`src/hw/rtl/firl_pkg.sv`:
```
// shared types for the fir lattice filter
package firl_pkg;

    typedef logic signed [31:0] stage_t;
    typedef logic signed [15:0] coef_t;

    typedef struct packed {
        stage_t f;
        stage_t g;
    } lat_res_t;

    // request codes
    localparam logic [1:0] REQ_SAMPLE = 2'd0;
    localparam logic [1:0] REQ_COEF   = 2'd1;
    localparam logic [1:0] REQ_CLEAR  = 2'd2;
    localparam logic [1:0] REQ_NONE   = 2'd3;

endpackage

```
`src/hw/rtl/fir_lattice_filter.sv`:
```
// fir lattice filter top level: sequencer, coefficient and stage delay memories
// a sample transaction walks every stage, a multiply state then an add state per stage, and raises its result
// when the final add advances; a new sample is accepted only in idle, once the previous sample has finished
// a result not yet taken holds the final stage until out_ready
// coefficient and clear transactions complete on acceptance and give no result
// reset (rst_n low, asynchronous) zeroes all coefficients and stage delays
module fir_lattice_filter #(
    parameter int TAPS = 16
) (
    input  logic        clk,
    input  logic        rst_n,
    input  logic        in_valid,
    output logic        in_ready,
    input  logic [1:0]  req_type,
    input  logic [15:0] sample_in,
    input  logic [4:0]  coef_index,
    input  logic signed [15:0] coef_value,
    output logic        out_valid,
    input  logic        out_ready,
    output logic [15:0] filtered
);
    import firl_pkg::*;

    localparam int AW = (TAPS > 1) ? $clog2(TAPS) : 1;
    localparam int CW = (AW > 5) ? AW : 5;

    localparam logic [1:0] S_IDLE = 2'd0;
    localparam logic [1:0] S_MUL  = 2'd1;
    localparam logic [1:0] S_ADD  = 2'd2;

    logic [1:0]    state_reg, state_next;
    logic [AW-1:0] idx_reg, idx_next;
    logic [TAPS-1:0] dvalid_reg;
    logic [TAPS-1:0] cvalid_reg;
    logic          out_valid_reg;
    logic [15:0]   filtered_reg;
    stage_t        d0_reg;

    stage_t        f_reg, gp_reg, gc_reg;
    logic [15:0]   x_reg;
    stage_t        rd_g_reg;
    coef_t         rd_k_reg;
    logic          rd_gv_reg, rd_kv_reg;

    stage_t        dmem [TAPS];
    coef_t         cmem [TAPS];

    logic          accept, is_sample, is_coef, is_clear, coef_ok;
    logic          last, advance, rd_en;
    logic [AW-1:0] raddr, idx_inc;
    logic [CW-1:0] ci_m1;
    coef_t         k_op;
    lat_res_t      res;

    assign in_ready  = (state_reg == S_IDLE);
    assign accept    = in_valid && in_ready;
    assign is_sample = accept && (req_type == REQ_SAMPLE);
    assign is_coef   = accept && (req_type == REQ_COEF);
    assign is_clear  = accept && (req_type == REQ_CLEAR);
    assign coef_ok   = (coef_index != 5'd0) && (32'(coef_index) <= 32'(TAPS));
    assign ci_m1     = CW'(coef_index) - CW'(1);

    assign last      = (idx_reg == AW'(TAPS - 1));
    assign advance   = (state_reg == S_ADD) && (!last || !out_valid_reg || out_ready);
    assign idx_inc   = last ? '0 : idx_reg + AW'(1);
    assign rd_en     = is_sample || (state_reg == S_MUL);
    assign raddr     = is_sample ? '0 : idx_inc;
    assign k_op      = rd_kv_reg ? rd_k_reg : '0;

    assign out_valid = out_valid_reg;
    assign filtered  = filtered_reg;

    firl_mac u_mac (
        .clk    (clk),
        .mul_en (state_reg == S_MUL),
        .k      (k_op),
        .f_in   (f_reg),
        .gp_in  (gp_reg),
        .res    (res)
    );

    always_comb
    begin
        state_next = state_reg;
        idx_next   = idx_reg;
        unique case (state_reg)
            S_IDLE:
            begin
                if (is_sample)
                begin
                    state_next = S_MUL;
                    idx_next   = '0;
                end
            end
            S_MUL:
            begin
                state_next = S_ADD;
            end
            S_ADD:
            begin
                if (advance)
                begin
                    state_next = last ? S_IDLE : S_MUL;
                    idx_next   = idx_inc;
                end
            end
            default:
            begin
                state_next = S_IDLE;
            end
        endcase
    end

    always_ff @(posedge clk or negedge rst_n)
    begin
        if (!rst_n)
        begin
            state_reg     <= S_IDLE;
            idx_reg       <= '0;
            dvalid_reg    <= '0;
            cvalid_reg    <= '0;
            out_valid_reg <= 1'b0;
            d0_reg        <= '0;
        end
        else
        begin
            state_reg <= state_next;
            idx_reg   <= idx_next;
            if (is_clear)
            begin
                dvalid_reg <= '0;
                d0_reg     <= '0;
            end
            else if (advance)
            begin
                dvalid_reg[idx_reg] <= 1'b1;
            end
            if (is_sample)
                d0_reg <= 32'(sample_in);
            if (is_coef && coef_ok)
                cvalid_reg[ci_m1[AW-1:0]] <= 1'b1;
            if (advance && last)
                out_valid_reg <= 1'b1;
            else if (out_ready)
                out_valid_reg <= 1'b0;
        end
    end

    // memories and datapath registers
    always_ff @(posedge clk)
    begin
        if (rd_en)
        begin
            rd_g_reg  <= dmem[raddr];
            rd_k_reg  <= cmem[raddr];
            rd_gv_reg <= dvalid_reg[raddr];
            rd_kv_reg <= cvalid_reg[raddr];
        end
        if (is_coef && coef_ok)
            cmem[ci_m1[AW-1:0]] <= coef_value;
        if (advance)
            dmem[idx_reg] <= res.g;
    end

    always_ff @(posedge clk)
    begin
        if (is_sample)
        begin
            f_reg  <= 32'(sample_in);
            gp_reg <= d0_reg;
            x_reg  <= sample_in;
        end
        else if (advance)
        begin
            f_reg  <= res.f;
            gp_reg <= gc_reg;
        end
        if (state_reg == S_MUL)
            gc_reg <= rd_gv_reg ? rd_g_reg : '0;
        if (advance && last)
            filtered_reg <= res.f[15:0] - x_reg;
    end

`ifndef NO_ASSERTIONS
    a_sample_starts: assert property (@(posedge clk) disable iff (!rst_n)
        is_sample |=> state_reg == S_MUL && idx_reg == '0)
        else $error("sample transaction did not start the stage walk");

    a_result_from_last: assert property (@(posedge clk) disable iff (!rst_n)
        $rose(out_valid_reg) |-> $past(state_reg == S_ADD) && $past(last))
        else $error("result raised outside the final stage");

    a_idx_range: assert property (@(posedge clk) disable iff (!rst_n)
        state_reg != S_IDLE |-> idx_reg <= AW'(TAPS - 1))
        else $error("stage index out of range");

    a_clear_delays: assert property (@(posedge clk) disable iff (!rst_n)
        is_clear |=> dvalid_reg == '0 && d0_reg == '0)
        else $error("clear transaction left stage delays");

    a_result_held: assert property (@(posedge clk) disable iff (!rst_n)
        out_valid_reg && !out_ready |=> out_valid_reg && $stable(filtered_reg))
        else $error("waiting result lost");
`endif

endmodule

```
`src/hw/rtl/firl_mac.sv`:
```
// shared lattice butterfly: two registered products, then truncate, add and saturate
module firl_mac (
    input  logic              clk,
    input  logic              mul_en,
    input  firl_pkg::coef_t   k,
    input  firl_pkg::stage_t  f_in,
    input  firl_pkg::stage_t  gp_in,
    output firl_pkg::lat_res_t res
);
    import firl_pkg::*;

    logic signed [47:0] pf_reg;
    logic signed [47:0] pg_reg;
    logic signed [33:0] qf;
    logic signed [33:0] qg;

    // product over 2^14, rounded toward zero
    function automatic logic signed [33:0] qdiv(input logic signed [47:0] p);
        logic signed [47:0] b;
        b = p + (p[47] ? 48'sd16383 : 48'sd0);
        return b[47:14];
    endfunction

    function automatic stage_t sat32(input logic signed [34:0] v);
        if (v[34:31] == 4'b0000 || v[34:31] == 4'b1111)
            return v[31:0];
        else if (v[34])
            return 32'sh8000_0000;
        else
            return 32'sh7fff_ffff;
    endfunction

    always_ff @(posedge clk)
    begin
        if (mul_en)
        begin
            pf_reg <= 48'(k) * 48'(f_in);
            pg_reg <= 48'(k) * 48'(gp_in);
        end
    end

    always_comb
    begin
        qf    = qdiv(pf_reg);
        qg    = qdiv(pg_reg);
        res.g = sat32(35'(qf) + 35'(gp_in));
        res.f = sat32(35'(f_in) + 35'(qg));
    end

endmodule
```
`config.mk`:
```
export PLATFORM = sky130hd
export DESIGN_NAME = fir_lattice_filter
export DESIGN_NICKNAME = d
export VERILOG_FILES = /design/src/hw/rtl/firl_pkg.sv /design/src/hw/rtl/fir_lattice_filter.sv /design/src/hw/rtl/firl_mac.sv
export SDC_FILE = /design/constraint.sdc
export NUM_CORES = 2
export LEC_CHECK = 0
export BUFFER_PORTS_ARGS = -buffer_cell sky130_fd_sc_hd__buf_2
export CAP_MARGIN = 10
export CORE_UTILIZATION = 59
export DETAILED_ROUTE_END_ITERATION = 16
export HOLD_SLACK_MARGIN = 0.05
export PLACE_DENSITY_LB_ADDON = 0.05
export SLEW_MARGIN = 20
export SYNTH_ARGS = -nofsm -noshare
export SYNTH_HDL_FRONTEND = slang
export SYNTH_SLANG_ARGS = --single-unit
```
`constraint.sdc`:
```
create_clock -name clk -period 8 [get_ports clk]
set_input_delay 1.6 -clock clk [delete_from_list [all_inputs] [get_ports clk]]
set_output_delay 1.6 -clock clk [all_outputs]
set_load 0.1 [all_outputs]
```
==> impl_metrics.py <==
metrics = {
    "clock_network": {
        "clkSinkCount": 1097,
        "cts-htree-levels": 3,
        "cts_max_path_buffers": 3,
        "clk_pin_slew_worst_paths_ps": 60,
        "worstSkewPairLatency_ps": 770,
        "clock-root-buffer": "clkbuf_16",
        "cts_tree": "yes",
        "cts_made_buffers": 116,
        "cts_hold_buf": 0,
    },
    "finish": {
        "regMostFlops": "dmem",
        "drive_above_1_share_pct": 11.2,
        "largest_register_ffs": 512,
        "fill_cells": 10900,
        "utilization_pct": 66.0,
        "syn2layout_area_growth_pct": 10.8,
        "nets": 9247,
    },
    "die": {
        "ios": 61,
        "chipHeight_um": 378,
        "die_w_um": 378,
        "start_util_pct": 59.6,
        "die-area_um2": 143000,
        "row_count": 137,
        "coreArea_um2": 140000,
    },
    "placement": {
        "dp_hpwl_um": 168000,
        "gp_congestion": 0.969,
        "portBuffers": 60,
    },
    "global_routing": {
        "grtUsageTotal_pct": 34.1,
        "antenna_found_initial": 11,
        "top_usage_layer": "met2",
        "grt_pass1_wl_um": 362000,
        "globalRouteMet2Util_pct": 52.4,
        "met3_usage_pct": 6.30,
        "grt_overflow_total": 0,
        "grt_max_degree": 142,
        "grt_use_met1_pct": 47.5,
        "first_global_vias": 59900,
    },
    "route": {
        "drt_iter0_markers": 5596,
        "first_pass_iters": 6,
        "routedWlPerCell_um": 24.2,
        "via_per_inst": 6.05,
        "drc": 0,
        "vias": 59700,
        "routed_wl_um": 239000,
        "final_antenna_net_count": 0,
    },
    "timing": {
        "fin_crit_ps": 7840,
        "fin_crit_sh_pct": 98.0,
        "rsz0062_at_grt": "true",
        "hold_viol": 0,
        "max_clock_freq_mhz": 127,
        "fin_skew_ps": 73.0,
        "worst_pin_slew_ps": 1200,
        "finalHoldWorstSlack_ps": 461,
        "slew_headroom_pct": 20.0,
        "finalSetupViolCount": 0,
        "slew_violations": 0,
    },
    "synth": {
        "yosys_warnings": 0,
        "async_flop_share_pct": 5.01,
        "netlist_area_um2": 83200,
        "synth_nets": 9058,
        "synth-seq-cells": 1097,
        "ys.flop_type": "edfxtp_1",
        "ys_types": 80,
        "ys_seq_area_share_pct": 39.1,
        "synth_edf_count": 1026,
        "syn_avg_cell_area_um2": 10.8,
        "synth_cells": 7699,
    },
    "worst_setup_path": {
        "worstPathArrival_ps": 8440,
        "crit_path_top_delay_cell": "fa_1",
        "critPathTopFamily": "adder cells",
        "worst_setup_path_end_kind": "flop",
        "start_kind": "flop",
        "max_stage_delay_ps": 590,
        "critPathMaxFanout": 18,
        "cpMostUsedCell": "fa_1",
        "critPathRequiredTime_ps": 8590,
        "crit_type": "flop to flop",
        "cp_num_buf_inv": 8,
    },
    "run_status": {
        "status": "finished, final reports clean",
    },
    "job": {
        "cap_violations": 0,
    },
    "min_path": {
        "hold_path_class": "flop to flop",
    },
}
## worst paths after layout
path / startpoint / end / slack [ps] / depth (start not counted)
hold reg to reg: cvalid_reg[7]$_DFFE_PN0P_ / cvalid_reg[7]$_DFFE_PN0P_ / 460 / 1
max in group asynchronous: rst_n / cvalid_reg[8]$_DFFE_PN0P_ / 6220 / 2
min in group asynchronous: rst_n / state_reg[1]$_DFFE_PN0P_ / 1090 / 2
hold / removal: cvalid_reg[7]$_DFFE_PN0P_ / cvalid_reg[7]$_DFFE_PN0P_ / 460 / 1
setup / recovery: rd_kv_reg$_DFFE_PP_ / u_mac.pg_reg[44]$_DFFE_PP_ / 160 / 27
setup reg to reg: rd_kv_reg$_DFFE_PP_ / u_mac.pg_reg[44]$_DFFE_PP_ / 160 / 27
## synthesized netlist by cell type (all sizes together), types with 6 or more instances
cell	n	share of area, %
a211oi	275	2.5
a21o	86	0.78
a21oi	264	1.6
a221oi	6	0.063
a311oi	107	1.1
a31oi	123	0.92
and2	276	2.1
and3	349	2.6
and4	12	0.13
buf	23	0.12
clkbuf	416	1.9
dfrtp	55	1.7
dfxtp	16	0.38
edfxtp	1026	37
fa	975	23
ha	341	5.1
inv	1038	4.7
mux2i	6	0.072
nand2	1235	5.6
nand2b	31	0.23
nand3	80	0.48
nand4	34	0.26
nor2	195	0.88
nor2b	33	0.25
nor3	46	0.28
nor4	9	0.068
o211ai	12	0.11
o21a	28	0.25
o21ai	140	0.84
o21bai	20	0.18
o311ai	13	0.16
o31a	7	0.075
o31ai	9	0.11
o41ai	9	0.10
or2	90	0.68
or3	13	0.10
xnor2	155	1.6
xor2	85	0.89
## final cells by class
type / instances / area (um^2) / share of cell area, %
multi-input combinational: 5126 / 45600 / 49.5
timing repair buffer: 509 / 4050 / 4.39
sequential: 1097 / 32500 / 35.2
tap: 1876 / 2350 / 2.54
clock buffer: 142 / 3050 / 3.31
antenna: 5 / 12.5 / 0.0136
clock inverter: 72 / 732 / 0.794
inverter: 1038 / 3900 / 4.23
## placed cells by master, fill, tap and decap left out, types with 72 or more instances in the layout
cell type and n:
nor2_1 180, and3_1 348, ha_1 337, o21ai_0 125, xnor2_1 153, nand2_1 1227
fa_1 973, or2_2 90, a21o_1 86, a311oi_1 106, a211oi_1 270, clkbuf_16 119
xor2_1 85, a21oi_1 257, edfxtp_1 1026, and2_1 253, nand3_1 72, inv_1 1035
buf_4 415, a31oi_1 120
## metal layers
layer / routed length [um] / vias up
li1: - / 26100
met5: 51 / -
met3: 22200 / 617
met4: 11800 / 8
met2: 108000 / 2743
met1: 96500 / 30200
## repair_timing
action	CTS	global route
endpoints found under the setup margin	4	19
buffers inserted	2	14
pin swaps	3	37
gates cloned	0	3
gates resized for setup	4	70
## worst reg2reg max path, cell delays in order, from the launching register on
cell       delay [ps]
edfxtp_1          400
buf_12            210
and2_4            290
buf_4             310
nand2_1           150
fa_1              590
inv_1              50
fa_1              490
inv_1              60
fa_1              480
fa_1              540
fa_1              500
inv_1              50
fa_1              450
ha_1              340
nand4_1           290
nor3_2            300
buf_4             150
o211ai_1           90
a31oi_1           210
buf_4             210
o2111ai_2         220
a311oi_2          360
buf_4             160
a21oi_1           100
o311a_1           310
a21oi_1           160
xor2_1            220
## kinds of logic after synthesis
group,Yosys count,synth area share [%]
AOI/OAI and AO/OA,1145,9.29
and+or+nand+nor,2416,13.8
muxes,8,0.104
adders and majority gates,1316,28.6
buffers and inverters,1477,6.68
DFF,1097,39.1
xor gates and xnor gates,240,2.53
## stage by stage
| step | setup TNS [ps] | worst slack [ps] | cell area, um^2 | instances |
|---|---|---|---|---|
| 3_5_place_dp | -246 | -226 | 87900 | 9626 |
| 5_1_grt | -144 | -139 | 92200 | 9862 |
| 4_1_cts | 0 | 29.2 | 91800 | 9842 |
| 6_report | 0 | 156 | 92200 | 9865 |
| 3_3_place_gp | -125 | -125 | 87900 | 9624 |
| 2_1_floorplan | 0 | 81.0 | 83300 | 7699 |
Power is left out: the tool's default activity adds up to more than one toggle a clock period on the data nets, which glitch-free logic cannot reach.
